==> src/sv/tvc_pkg.sv <==
// Shared types, constants and state encodings of the triaxial vibration conditioner.
package tvc_pkg;

  localparam int unsigned AXES           = 3;
  localparam int unsigned BATCH_SAMPLES  = 512;
  localparam int unsigned QUEUE_DEPTH    = 2;
  localparam int unsigned SQRT_RAD_W     = 56;
  localparam int unsigned SQRT_ROOT_W    = SQRT_RAD_W / 2;

  localparam logic [14:0] ALPHA_RESET     = 15'd32113;
  localparam logic [15:0] THRESHOLD_RESET = 16'd50;

  // configuration register indexes
  localparam logic CFG_HPF_ALPHA       = 1'b0;
  localparam logic CFG_STUCK_THRESHOLD = 1'b1;

  typedef struct packed {
    logic signed [11:0] accel_x;
    logic signed [11:0] accel_y;
    logic signed [11:0] accel_z;
    logic               read_ok;
  } in_word_t;

  typedef struct packed {
    logic [22:0] vibration;
    logic        stuck_warning;
    logic        batch_end;
    logic [14:0] rms_x;
    logic [14:0] rms_y;
    logic [14:0] rms_z;
  } out_word_t;

  // one classified sample handed from front to back
  typedef struct packed {
    logic [AXES-1:0][11:0] accel;
    logic [AXES-1:0][22:0] sq;
    logic                  warn;
    logic                  bend;
  } job_t;

  typedef enum logic [1:0] {
    F_IDLE,
    F_SQ,
    F_PUSH
  } front_state_t;

  typedef enum logic [3:0] {
    B_IDLE,
    B_SUM,
    B_MUL,
    B_RND,
    B_SQR,
    B_VIB_GO,
    B_VIB_WAIT,
    B_RMS_GO,
    B_RMS_WAIT,
    B_OUT
  } back_state_t;

endpackage

==> src/sv/tvc_isqrt.sv <==
// Digit-by-digit integer square root, two radicand bits per cycle.
module tvc_isqrt
  import tvc_pkg::*;
(
  input  logic                   clk,
  input  logic                   rst_n,
  input  logic                   start,
  input  logic [SQRT_RAD_W-1:0]  radicand,
  output logic                   done,
  output logic [SQRT_ROOT_W-1:0] root
);

  localparam int unsigned CNT_W = $clog2(SQRT_ROOT_W);

  logic [SQRT_RAD_W-1:0]  rad_r;
  logic [SQRT_ROOT_W+1:0] rem_r;
  logic [SQRT_ROOT_W-1:0] root_r;
  logic [CNT_W-1:0]       cnt_r;
  logic                   busy_r;
  logic                   done_r;

  logic [SQRT_ROOT_W+3:0] rem_sh;
  logic [SQRT_ROOT_W+3:0] trial;
  logic                   ge;

  assign rem_sh = {rem_r, rad_r[SQRT_RAD_W-1 -: 2]};
  assign trial  = {2'b00, root_r, 2'b01};
  assign ge     = rem_sh >= trial;

  always_ff @(posedge clk) begin
    if (!rst_n) begin
      busy_r <= 1'b0;
      done_r <= 1'b0;
      cnt_r  <= '0;
    end else begin
      done_r <= 1'b0;
      if (start && !busy_r) begin
        busy_r <= 1'b1;
        cnt_r  <= '0;
      end else if (busy_r) begin
        if (cnt_r == CNT_W'(SQRT_ROOT_W - 1)) begin
          busy_r <= 1'b0;
          done_r <= 1'b1;
        end
        cnt_r <= cnt_r + 1'b1;
      end
    end
  end

  always_ff @(posedge clk) begin
    if (start && !busy_r) begin
      rad_r  <= radicand;
      rem_r  <= '0;
      root_r <= '0;
    end else if (busy_r) begin
      rad_r  <= {rad_r[SQRT_RAD_W-3:0], 2'b00};
      rem_r  <= ge ? (SQRT_ROOT_W+2)'(rem_sh - trial) : (SQRT_ROOT_W+2)'(rem_sh);
      root_r <= {root_r[SQRT_ROOT_W-2:0], ge};
    end
  end

  assign done = done_r;
  assign root = root_r;

endmodule

==> src/sv/tvc_queue.sv <==
// Short word queue between the front and back parts.
module tvc_queue
  import tvc_pkg::*;
#(
  parameter int unsigned DEPTH = QUEUE_DEPTH
) (
  input  logic clk,
  input  logic rst_n,
  input  logic push,
  input  job_t push_data,
  input  logic pop,
  output job_t pop_data,
  output logic full,
  output logic empty
);

  localparam int unsigned PTR_W = (DEPTH > 1) ? $clog2(DEPTH) : 1;
  localparam int unsigned CNT_W = $clog2(DEPTH + 1);

  job_t             mem_r [DEPTH];
  logic [PTR_W-1:0] wr_ptr_r;
  logic [PTR_W-1:0] rd_ptr_r;
  logic [CNT_W-1:0] count_r;

  assign full     = count_r == CNT_W'(DEPTH);
  assign empty    = count_r == '0;
  assign pop_data = mem_r[rd_ptr_r];

  always_ff @(posedge clk) begin
    if (push && !full) begin
      mem_r[wr_ptr_r] <= push_data;
    end
  end

  always_ff @(posedge clk) begin
    if (!rst_n) begin
      wr_ptr_r <= '0;
      rd_ptr_r <= '0;
      count_r  <= '0;
    end else begin
      if (push && !full) begin
        wr_ptr_r <= (wr_ptr_r == PTR_W'(DEPTH - 1)) ? '0 : wr_ptr_r + 1'b1;
      end
      if (pop && !empty) begin
        rd_ptr_r <= (rd_ptr_r == PTR_W'(DEPTH - 1)) ? '0 : rd_ptr_r + 1'b1;
      end
      case ({push && !full, pop && !empty})
        2'b10:   count_r <= count_r + 1'b1;
        2'b01:   count_r <= count_r - 1'b1;
        default: count_r <= count_r;
      endcase
    end
  end

`ifndef SYNTHESIS
  a_count_bound: assert property (@(posedge clk) disable iff (!rst_n)
    count_r <= CNT_W'(DEPTH))
    else $error("queue count past depth");
  a_no_overflow: assert property (@(posedge clk) disable iff (!rst_n)
    !(push && full))
    else $error("push into full queue");
  a_no_underflow: assert property (@(posedge clk) disable iff (!rst_n)
    !(pop && empty))
    else $error("pop from empty queue");
  a_ptr_track: assert property (@(posedge clk) disable iff (!rst_n)
    (count_r == '0 || count_r == CNT_W'(DEPTH)) |-> wr_ptr_r == rd_ptr_r)
    else $error("queue pointers disagree with count");
`endif

endmodule

==> src/sv/tvc_front.sv <==
// Front part: takes samples, squares the axes, tracks the stuck streak and batch position.
module tvc_front
  import tvc_pkg::*;
#(
  parameter int unsigned BATCH = BATCH_SAMPLES
) (
  input  logic        clk,
  input  logic        rst_n,
  input  logic        in_valid,
  output logic        in_ready,
  input  in_word_t    in_word,
  input  logic [15:0] stuck_threshold,
  output logic        push,
  output job_t        push_data,
  input  logic        q_full
);

  localparam int unsigned POS_W = $clog2(BATCH);

  front_state_t state_r, state_nxt;

  in_word_t              word_r;
  logic [1:0]            ax_r;
  logic [AXES-1:0][22:0] sq_r;
  logic [23:0]           mag_r;
  logic [23:0]           prev_mag_r;
  logic [15:0]           streak_r;
  logic [POS_W-1:0]      pos_r;

  logic signed [11:0] a_sel;
  logic        [23:0] a_sqr;
  logic               stuck_hit;
  logic               warn;
  logic               bend;

  always_comb begin
    case (ax_r)
      2'd0:    a_sel = word_r.accel_x;
      2'd1:    a_sel = word_r.accel_y;
      default: a_sel = word_r.accel_z;
    endcase
  end

  assign a_sqr     = 24'(a_sel * a_sel);
  assign stuck_hit = !word_r.read_ok || (mag_r == prev_mag_r);
  assign warn      = stuck_hit && (streak_r != 16'hFFFF) && (stuck_threshold != '0)
                     && (streak_r + 16'd1 == stuck_threshold);
  assign bend      = pos_r == POS_W'(BATCH - 1);

  // next state
  always_comb begin
    state_nxt = state_r;
    case (state_r)
      F_IDLE:  if (in_valid) state_nxt = F_SQ;
      F_SQ:    if (ax_r == 2'd2) state_nxt = F_PUSH;
      F_PUSH:  if (!q_full) state_nxt = F_IDLE;
      default: state_nxt = F_IDLE;
    endcase
  end

  // outputs
  always_comb begin
    in_ready = 1'b0;
    push     = 1'b0;
    case (state_r)
      F_IDLE:  in_ready = 1'b1;
      F_PUSH:  push = !q_full;
      default: ;
    endcase
  end

  assign push_data.accel = {word_r.accel_z, word_r.accel_y, word_r.accel_x};
  assign push_data.sq    = sq_r;
  assign push_data.warn  = warn;
  assign push_data.bend  = bend;

  always_ff @(posedge clk) begin
    if (!rst_n) begin
      state_r    <= F_IDLE;
      prev_mag_r <= '0;
      streak_r   <= '0;
      pos_r      <= '0;
    end else begin
      state_r <= state_nxt;
      if (push) begin
        prev_mag_r <= mag_r;
        if (!stuck_hit) begin
          streak_r <= '0;
        end else if (streak_r != 16'hFFFF) begin
          streak_r <= streak_r + 16'd1;
        end
        pos_r <= bend ? '0 : pos_r + 1'b1;
      end
    end
  end

  always_ff @(posedge clk) begin
    if (in_valid && in_ready) begin
      word_r <= in_word;
      ax_r   <= '0;
      mag_r  <= '0;
    end else if (state_r == F_SQ) begin
      sq_r[ax_r] <= a_sqr[22:0];
      mag_r      <= mag_r + a_sqr;
      ax_r       <= ax_r + 2'd1;
    end
  end

endmodule

==> src/sv/tvc_back.sv <==
// Back part: per-axis high-pass filters, batch sums, magnitude and RMS roots.
module tvc_back
  import tvc_pkg::*;
#(
  parameter int unsigned BATCH = BATCH_SAMPLES
) (
  input  logic        clk,
  input  logic        rst_n,
  input  logic [14:0] hpf_alpha,
  input  logic        q_empty,
  input  job_t        q_data,
  output logic        pop,
  output logic        out_valid,
  input  logic        out_ready,
  output out_word_t   out_word
);

  localparam int unsigned BATCH_LOG = $clog2(BATCH);

  back_state_t state_r, state_nxt;

  job_t               job_r;
  logic [1:0]         ax_r;
  logic signed [27:0] f_r   [AXES];
  logic signed [11:0] xp_r  [AXES];
  logic        [31:0] sum_r [AXES];
  logic signed [28:0] s_r;
  logic signed [44:0] p_r;
  logic        [27:0] mag_r;
  logic        [55:0] fsum_r;
  logic        [22:0] vib_r;
  logic        [14:0] rms_r [AXES];
  logic               out_valid_r;
  out_word_t          out_r;

  logic                   sq_start;
  logic [SQRT_RAD_W-1:0]  sq_rad;
  logic                   sq_done;
  logic [SQRT_ROOT_W-1:0] sq_root;

  logic signed [11:0] x_cur;
  logic signed [12:0] diff;
  logic signed [28:0] s_val;
  logic               p_neg;
  logic        [44:0] p_mag;
  logic        [29:0] r_mag;
  logic signed [27:0] f_val;
  logic        [27:0] m_val;
  logic        [32:0] sum_add;
  logic               out_free;

  assign x_cur = $signed(job_r.accel[ax_r]);
  assign diff  = $signed({x_cur[11], x_cur}) - $signed({xp_r[ax_r][11], xp_r[ax_r]});
  assign s_val = $signed({f_r[ax_r][27], f_r[ax_r]})
               + $signed({{12{diff[12]}}, diff, 4'b0000});

  // round half away from zero, then clamp to the 28-bit state range
  assign p_neg = p_r[44];
  assign p_mag = p_neg ? 45'(-p_r) : 45'(p_r);
  assign r_mag = 30'((p_mag + 45'd16384) >> 15);

  always_comb begin
    if (!p_neg) begin
      m_val = (r_mag > 30'h7FF_FFFF) ? 28'h7FF_FFFF : r_mag[27:0];
      f_val = $signed(m_val);
    end else begin
      m_val = (r_mag > 30'h800_0000) ? 28'h800_0000 : r_mag[27:0];
      f_val = $signed(28'(-m_val));
    end
  end

  assign sum_add  = {1'b0, sum_r[ax_r]} + {10'b0, job_r.sq[ax_r]};
  assign out_free = !out_valid_r || out_ready;

  // next state
  always_comb begin
    state_nxt = state_r;
    case (state_r)
      B_IDLE:     if (!q_empty) state_nxt = B_SUM;
      B_SUM:      state_nxt = B_MUL;
      B_MUL:      state_nxt = B_RND;
      B_RND:      state_nxt = B_SQR;
      B_SQR:      state_nxt = (ax_r == 2'd2) ? B_VIB_GO : B_SUM;
      B_VIB_GO:   state_nxt = B_VIB_WAIT;
      B_VIB_WAIT: if (sq_done) state_nxt = job_r.bend ? B_RMS_GO : B_OUT;
      B_RMS_GO:   state_nxt = B_RMS_WAIT;
      B_RMS_WAIT: if (sq_done) state_nxt = (ax_r == 2'd2) ? B_OUT : B_RMS_GO;
      B_OUT:      if (out_free) state_nxt = B_IDLE;
      default:    state_nxt = B_IDLE;
    endcase
  end

  // outputs
  always_comb begin
    pop      = 1'b0;
    sq_start = 1'b0;
    sq_rad   = fsum_r;
    case (state_r)
      B_IDLE:   pop = !q_empty;
      B_VIB_GO: sq_start = 1'b1;
      B_RMS_GO: begin
        sq_start = 1'b1;
        sq_rad   = {16'b0, sum_r[ax_r], 8'b0} >> BATCH_LOG;
      end
      default: ;
    endcase
  end

  tvc_isqrt u_isqrt (
    .clk      (clk),
    .rst_n    (rst_n),
    .start    (sq_start),
    .radicand (sq_rad),
    .done     (sq_done),
    .root     (sq_root)
  );

  always_ff @(posedge clk) begin
    if (!rst_n) begin
      state_r     <= B_IDLE;
      out_valid_r <= 1'b0;
      for (int i = 0; i < AXES; i++) begin
        f_r[i]   <= '0;
        xp_r[i]  <= '0;
        sum_r[i] <= '0;
      end
    end else begin
      state_r <= state_nxt;
      if (state_r == B_OUT && out_free) begin
        out_valid_r <= 1'b1;
      end else if (out_valid_r && out_ready) begin
        out_valid_r <= 1'b0;
      end
      case (state_r)
        B_RND: f_r[ax_r] <= f_val;
        B_SQR: begin
          xp_r[ax_r]  <= x_cur;
          sum_r[ax_r] <= sum_add[32] ? 32'hFFFF_FFFF : sum_add[31:0];
        end
        B_OUT: if (out_free && job_r.bend) begin
          for (int i = 0; i < AXES; i++) sum_r[i] <= '0;
        end
        default: ;
      endcase
    end
  end

  always_ff @(posedge clk) begin
    case (state_r)
      B_IDLE: if (!q_empty) begin
        job_r  <= q_data;
        ax_r   <= '0;
        fsum_r <= '0;
      end
      B_SUM: s_r   <= s_val;
      B_MUL: p_r   <= s_r * $signed({1'b0, hpf_alpha});
      B_RND: mag_r <= m_val;
      B_SQR: begin
        fsum_r <= fsum_r + 56'(mag_r * mag_r);
        ax_r   <= (ax_r == 2'd2) ? 2'd0 : ax_r + 2'd1;
      end
      B_VIB_WAIT: if (sq_done) begin
        vib_r <= (|sq_root[27:23]) ? 23'h7F_FFFF : sq_root[22:0];
      end
      B_RMS_WAIT: if (sq_done) begin
        rms_r[ax_r] <= (|sq_root[27:15]) ? 15'h7FFF : sq_root[14:0];
        ax_r        <= ax_r + 2'd1;
      end
      B_OUT: if (out_free) begin
        out_r.vibration     <= vib_r;
        out_r.stuck_warning <= job_r.warn;
        out_r.batch_end     <= job_r.bend;
        out_r.rms_x         <= job_r.bend ? rms_r[0] : '0;
        out_r.rms_y         <= job_r.bend ? rms_r[1] : '0;
        out_r.rms_z         <= job_r.bend ? rms_r[2] : '0;
      end
      default: ;
    endcase
  end

  assign out_valid = out_valid_r;
  assign out_word  = out_r;

endmodule

==> src/sv/triaxial_vibration_conditioner_unit.sv <==
// Top level of the triaxial vibration conditioner: config registers, front, queue, back.
//
//  channel | ports                              | word
//  --------+------------------------------------+-------------------------------
//  input   | in_valid  in_ready  in_word        | accel x/y/z, read_ok
//  result  | out_valid out_ready out_word       | vibration, warning, batch RMS
//  config  | cfg_valid cfg_ready cfg_index/data | 0: hpf_alpha, 1: stuck_threshold
//
// Front squares the three axes of a sample in turn through one shared 12x12 squarer.
// Back loads a word, filters the three axes in turn (sum, multiply, round, square),
// then takes the magnitude root and hands off; a batch-end word adds three RMS
// roots. The 28-step square root unit is the slowest part.
// Reset (rst_n low, synchronous) clears filters, streak, batch position and sums.
// A two-word queue lets the front take the next sample while the back is busy;
// the back holds a finished word in its output register while out_ready is low.
module triaxial_vibration_conditioner_unit
  import tvc_pkg::*;
#(
  parameter int unsigned BATCH = BATCH_SAMPLES,
  parameter int unsigned QDEPTH = QUEUE_DEPTH
) (
  input  logic        clk,
  input  logic        rst_n,
  input  logic        in_valid,
  output logic        in_ready,
  input  in_word_t    in_word,
  output logic        out_valid,
  input  logic        out_ready,
  output out_word_t   out_word,
  input  logic        cfg_valid,
  output logic        cfg_ready,
  input  logic        cfg_index,
  input  logic [15:0] cfg_data
);

  logic [14:0] alpha_r;
  logic [15:0] thresh_r;

  logic push;
  job_t push_data;
  logic pop;
  job_t pop_data;
  logic q_full;
  logic q_empty;

  assign cfg_ready = 1'b1;

  always_ff @(posedge clk) begin
    if (!rst_n) begin
      alpha_r  <= ALPHA_RESET;
      thresh_r <= THRESHOLD_RESET;
    end else if (cfg_valid) begin
      case (cfg_index)
        CFG_HPF_ALPHA:       alpha_r  <= cfg_data[14:0];
        CFG_STUCK_THRESHOLD: thresh_r <= cfg_data;
        default: ;
      endcase
    end
  end

  tvc_front #(.BATCH(BATCH)) u_front (
    .clk             (clk),
    .rst_n           (rst_n),
    .in_valid        (in_valid),
    .in_ready        (in_ready),
    .in_word         (in_word),
    .stuck_threshold (thresh_r),
    .push            (push),
    .push_data       (push_data),
    .q_full          (q_full)
  );

  tvc_queue #(.DEPTH(QDEPTH)) u_queue (
    .clk       (clk),
    .rst_n     (rst_n),
    .push      (push),
    .push_data (push_data),
    .pop       (pop),
    .pop_data  (pop_data),
    .full      (q_full),
    .empty     (q_empty)
  );

  tvc_back #(.BATCH(BATCH)) u_back (
    .clk       (clk),
    .rst_n     (rst_n),
    .hpf_alpha (alpha_r),
    .q_empty   (q_empty),
    .q_data    (pop_data),
    .pop       (pop),
    .out_valid (out_valid),
    .out_ready (out_ready),
    .out_word  (out_word)
  );

endmodule
==> config.mk <==
export PLATFORM = sky130hd
export DESIGN_NAME = triaxial_vibration_conditioner_unit
export DESIGN_NICKNAME = d
export VERILOG_FILES = /design/src/sv/tvc_pkg.sv /design/src/sv/tvc_isqrt.sv /design/src/sv/tvc_queue.sv /design/src/sv/tvc_front.sv /design/src/sv/tvc_back.sv /design/src/sv/triaxial_vibration_conditioner_unit.sv
export SDC_FILE = /design/constraint.sdc
export NUM_CORES = 2
export LEC_CHECK = 0
export BUFFER_PORTS_ARGS = -buffer_cell sky130_fd_sc_hd__clkbuf_2
export CAP_MARGIN = 20
export CORE_UTILIZATION = 59
export CTS_CLUSTER_SIZE = 24
export DETAILED_ROUTE_END_ITERATION = 16
export PLACE_DENSITY = 0.78
export SETUP_SLACK_MARGIN = 0.15
export SYNTH_ARGS = -nofsm -noshare
export SYNTH_HDL_FRONTEND = slang
export SYNTH_SLANG_ARGS = --single-unit
==> constraint.sdc <==
create_clock -name clk -period 10.8 [get_ports clk]
set_clock_uncertainty 0.2 [all_clocks]
set_input_delay 1.62 -clock clk [delete_from_list [all_inputs] [get_ports clk]]
set_output_delay 1.62 -clock clk [all_outputs]
set_load 0.05 [all_outputs]
* Yosys cells after proc, flatten, opt, wreduce, memory -nomap -nowiden *
Memories as Yosys holds them, arrays and structs flattened. A register that Yosys moved wholly into a read port is not among the register bits.
Cells that the tools add are included.

cells by class
  reductions and logical operators = 50
  $lt $le $gt $ge = 6
  multipliers = 3
  muxes and demuxes = 84
  $add $sub $neg = 18
  bitwise logic cells = 8
  eq/ne operators = 30

operator list
  cell                      number
  $mux W56                  4
  $mux W32                  5
  $mux W28                  5
  $pmux W56 S2              1
  $bwmux W69                1
  $add A56 B56 Y56          1
  $mul A28 B28 Y56          1
  $bmux W23 S2              1
  $demux W23 S2             1
  $mux W23                  2
  $add A45 B15 Y45 const B  1
  $mul A29 B16 Y45          1
  $mux W45                  1
  $neg A45 Y45              1
  $pmux W4 S10              1
  $add A32 B23 Y33          1
  $ge A32 B30 Y1            1
  $mux W16                  2
  $reduce_or A32 Y1         1
  $mux W1                   31
  $gt A30 B27 Y1 const B    1
  $gt A30 B28 Y1 const B    1
  $mux W30                  1
  $sub A30 B30 Y30          1
  55 further kinds          132

storage, ports and cells
  output and inout port bits = 73
  memories kept = 5
  RAM bits = 475
  input bits = 59
  bits in registers = 552

memory list
  memory         words  width  rd ports  clocked after memory_dff  write ports  line             source
  u_queue.mem_r  2      107    1         1                         1            tvc_queue.sv:20  job_t mem_r [DEPTH];
  u_back.sum_r   3      32     1         1                         3            tvc_back.sv:26   logic [31:0] sum_r [AXES];
  u_back.f_r     3      28     1         1                         3            tvc_back.sv:24   logic signed [27:0] f_r [AXES];
  u_back.rms_r   3      15     3         3                         1            tvc_back.sv:32   logic [14:0] rms_r [AXES];
  u_back.xp_r    3      12     1         1                         3            tvc_back.sv:25   logic signed [11:0] xp_r [AXES];

* Longest topological paths before layout *
  depth after elaboration = 9
  gate-level depth with buffers = 37

* Cells and area by module *
From an unflattened synthesis, not the netlist that was laid out.

second synthesis, totals
  cell total of the unflattened synthesis = 9226
  area, all modules = 100400.0 um2

modules (own cells, without submodules)
  module                               cells each  times used  seq. area each (um2)  area each (um2)
  tvc_back                             6790        1           20950.1               71478.6
  tvc_front                            1290        1           4634.4                13147.6
  tvc_queue                            359         1           6526.3                7948.9
  tvc_isqrt                            649         1           2982.9                6523.8
  triaxial_vibration_conditioner_unit  138         1           620.6                 1301.2

* Least setup slack after synthesis *
OpenSTA, ideal clock, no wires.

  path kind = flip-flop to flip-flop
  start = reg u_back.state_r[0]
  end = reg u_back.fsum_r[0], enable pin
  setup time = 0.420 ns
  stages on the path, launching flop included = 4
  path buffers = 0
  period minus slack after synthesis = 10.430 ns
  path slack = 0.370 ns
  arrival = 9.810 ns
  cells stage by stage = dfxtp_1 > or3_1 > nor3_1 > nand2b_1

on the way
  word-level cells in the longest chain between the ends = 3
  elaborated cells on any way between the ends = 5
  those cells by class = eq/ne (2); reduce/logical (3)

RTL lines
  element                                                              line             source
  start: declaration                                                   tvc_back.sv:20   back_state_t state_r, state_nxt;
  start signal: assignment                                             tvc_back.sv:128  state_r <= state_nxt;
  $logic_not A4 Y1 or $eq A4 B3 Y1 (tied branches)                     tvc_back.sv:149  case (state_r)
  $ne A2 B2 Y1 (no source line) or $reduce_bool A2 Y1 (tied branches)  n/a
  $reduce_and A2 Y1 (no source line) (*)                               n/a
  end signal: assignment                                               tvc_back.sv:159  fsum_r <= fsum_r + 56'(mag_r * mag_r);
  end: declaration                                                     tvc_back.sv:30   logic [55:0] fsum_r;

Every way passes the cells marked *; elsewhere a longest branch is shown, timed or not.
A chain may end at the register's enable or synchronous reset.

* Final worst setup path *
  start = reg u_back.mag_r[12]
  end = reg u_back.fsum_r[54], data pin

on the way
  word-level cells in the longest chain between the ends = 3

RTL lines
  element                   line             source
  start: declaration        tvc_back.sv:29   logic [27:0] mag_r;
  start signal: assignment  tvc_back.sv:157  B_RND: mag_r <= m_val;
  $mul A28 B28 Y56          tvc_back.sv:159
  $add A56 B56 Y56          tvc_back.sv:159
  $pmux W56 S2              tvc_back.sv:149

No other way between the ends.

==> impl_metrics.env <==
export IMPL_status="complete, but fails checks"
export IMPL_violations="DRC"
export IMPL_h_tree_depth=4
export IMPL_cts_tree="yes"
export IMPL_start_util_pct=59.6
export IMPL_die_h_microns=411
export IMPL_setup_viol=0
export IMPL_async_flop_share_pct=0
export IMPL_syn_num_nets=10900
export IMPL_numCtsBuffers=132
export IMPL_synth_warnings=0
export IMPL_final_cell_mix="inv_1 (1682), fa_1 (1191), edfxtp_1 (1057)"
export IMPL_cpPeakStageDelay_ns=1.05
export IMPL_clk_pin_slew_ns=0.06
export IMPL_synthCells=9099
export IMPL_rsz0062_at_grt="false"
export IMPL_worstSetupPathType="flip-flop to flip-flop"
export IMPL_route_detailed_drc=14
export IMPL_relSlewSlack_pct=23.3
export IMPL_seq_area_sq_mm=0.0354
export IMPL_fin_crit_ns=10.14
export IMPL_fin_nets=10900
export IMPL_hold_viol=0
export IMPL_slew_viol_final=0
export IMPL_clock_sinks=1241
export IMPL_final_common_cell="inv_1"
export IMPL_viasPerCell=5.75
export IMPL_vias=65600
export IMPL_cts_resized=0
export IMPL_layout_worst_path_cycle_share_pct=93.9
export IMPL_area_growth_pct=7.59
export IMPL_ios=132
export IMPL_whs_ns=0.216
export IMPL_seq_area_frac_synth_pct=36.0
export IMPL_maxCapViolCount=0
export IMPL_wl_per_cell_microns=20.6
export IMPL_gr_total_overflow=0
export IMPL_synth_edf_count=1057
export IMPL_dp_hpwl_microns=174000
export IMPL_finalSetupTns_ns=0
export IMPL_drive_gt1_share_pct=7.83
export IMPL_clk_latency_ns=0.78
export IMPL_core_sq_mm=0.165
export IMPL_cpMostUsedCell="fa_1"
export IMPL_syn_area_per_cell_sq_um=10.8
export IMPL_synth_cell_types=103
export IMPL_grt_max_degree=85
export IMPL_first_global_vias=69400
export IMPL_antenna_left=0
export IMPL_ys_ff_latch=1241
export IMPL_netlist_area_sq_mm=0.0985
export IMPL_hold_class="flip-flop to flip-flop"
export IMPL_synth_ff_type="edfxtp_1"
export IMPL_place_gp_congestion=0.952
export IMPL_grt_antenna_before_repair=2
export IMPL_drt_total_wl_microns=236000
export IMPL_place_port_buffers=130
export IMPL_drt_iter0_markers=5805
export IMPL_rows=149
export IMPL_diodes=0
export IMPL_clock_path_buffers=3
export IMPL_die_area_sq_mm=0.169
export IMPL_worstPathRequired_ns=11.09
export IMPL_multi_input_area_sq_mm=0.0555
export IMPL_hold_buffers=0
export IMPL_n_fill_cell=12400
export IMPL_arrival_ns=10.42
export IMPL_end_kind="flip-flop"
export IMPL_worstMarginPinSlew_ns=1.15
export IMPL_crit_path_max_fanout=24
export IMPL_fp_dieW_microns=411
export IMPL_grt_pass1_wl_microns=377000
export IMPL_postCtsSetupRepairBufs=0
export IMPL_fmax_ghz=0.0986
export IMPL_drtPass1Iterations=14
export IMPL_critPathSlowestCell="edfxtp_1"
export IMPL_root_buffer="clkbuf_16"
export IMPL_track_usage_pct=28.6
export IMPL_start_kind="flip-flop"
[worst max-delay path, delay by kind of cell (launching register included)]
family / cells / cell delay (ns)
xor gates and xnor gates: 1 / 0.14
buffers and inverters: 8 / 1.11
AOI/OAI and AO/OA: 7 / 2.55
and+or+nand+nor: 3 / 0.70
adders and majority gates: 9 / 4.07
DFF: 1 / 1.05
[cell families (layout without fill, tap and decap cells)]
logic type	Yosys count	count (layout)	synth area share, %
buffers and inverters	2036	2167	7.79
multiplexers	287	287	3.97
XOR/XNOR	346	346	3.08
AO/OA/AOI/OAI	1026	1026	6.65
AND/OR/NAND/NOR	2455	2455	11.8
adder cells (fa/ha/maj)	1707	1707	30.8
flip-flops	1241	1241	36.0
other	1	1	0.00381
[stage by stage]
stage	cell area [sq um]	instances	setup WS, ns	utilization, %
4_1_cts	106000	11400	0.976	64.0
5_1_grt	106000	11400	0.311	64.1
6_report	106000	11400	0.662	64.1
3_5_place_dp	101000	11200	1.12	61.3
3_3_place_gp	101000	11200	0.916	61.3
2_1_floorplan	98500	9099	0.370	-
[sequential cells by signal (all words and copies together), names as in the netlist, 23 cells and up, named ones only]
signal,count
u_back.sum_r,128
u_front.mag_r,24
u_back.rms_r,45
u_front.push_data,102
u_queue.mem_r,208
u_front.prev_mag_r,24
u_back.job_r,104
u_back.out_word,70
u_back.f_r,112
u_back.vib_r,23
u_back.fsum_r,56
u_back.s_r,29
u_back.u_isqrt.rem_r,30
u_back.mag_r,28
u_back.u_isqrt.rad_r,56
u_back.xp_r,48
u_back.u_isqrt.root,28
u_back.p_r,45
[metal layers]
layer  share of wire [%]  global-route usage (%)
met5              0.0051                       0
met4                 3.7                    10.3
met2                  49                    48.2
met3                 7.5                    4.36
met1                  40                    37.7
[worst paths after layout]
path / from / to / slack [ns] / cells past startpoint
worst min-delay path: u_back.vib_r[8] / u_back.out_word[55] / 0.22 / 0
worst max-delay path: u_back.mag_r[12] / u_back.fsum_r[54] / 0.66 / 28
worst max register to register: u_back.mag_r[12] / u_back.fsum_r[54] / 0.66 / 28
worst min register to register: u_back.vib_r[8] / u_back.out_word[55] / 0.22 / 0
[Yosys cell counts, types with 10 or more instances]
| master | n | area share [%] |
|---|---|---|
| inv_1 | 1683 | 6.4 |
| fa_1 | 1191 | 24 |
| edfxtp_1 | 1057 | 32 |
| nand2_1 | 932 | 3.6 |
| nor2_1 | 530 | 2.0 |
| ha_1 | 516 | 6.6 |
| and2_1 | 430 | 2.7 |
| a21oi_1 | 318 | 1.6 |
| clkbuf_1 | 312 | 1.2 |
| o21ai_0 | 249 | 1.3 |
| xnor2_1 | 213 | 1.9 |
| dfxtp_1 | 184 | 3.7 |
| xor2_1 | 132 | 1.2 |
| nor3_1 | 114 | 0.58 |
| mux2_2 | 108 | 1.2 |
| mux2i_1 | 107 | 1.1 |
| nand3_1 | 103 | 0.52 |
| a21o_1 | 74 | 0.56 |
| mux4_2 | 72 | 1.6 |
| nand2b_1 | 60 | 0.38 |
| nor2b_1 | 53 | 0.34 |
| and3_1 | 52 | 0.33 |
| o31ai_1 | 42 | 0.32 |
| or3_1 | 39 | 0.25 |
| a211oi_1 | 36 | 0.27 |
| nand4_1 | 36 | 0.23 |
| o21a_1 | 32 | 0.24 |
| a31oi_1 | 31 | 0.20 |
| o21bai_1 | 31 | 0.24 |
| o22ai_1 | 29 | 0.18 |
| nor4_1 | 24 | 0.15 |
| buf_1 | 22 | 0.084 |
| or2_2 | 19 | 0.12 |
| a22o_1 | 15 | 0.13 |
| o211ai_1 | 15 | 0.11 |
| a21boi_0 | 13 | 0.099 |
| o41ai_1 | 13 | 0.12 |
| nand3b_1 | 11 | 0.084 |
| a31o_2 | 10 | 0.089 |
| o21ai_1 | 10 | 0.051 |
[final cells by class]
cell class / instances / area share, %
Multi-Input combinational cell: 5822 / 52.4
Clock buffer: 162 / 3.35
Timing Repair Buffer: 234 / 1.40
Tap cell: 2189 / 2.58
Clock inverter: 82 / 0.882
Inverter: 1689 / 5.98
Sequential cell: 1241 / 33.4
Power is left out: the tool's default activity adds up to more than one toggle a clock period on the data nets, which glitch-free logic cannot reach.
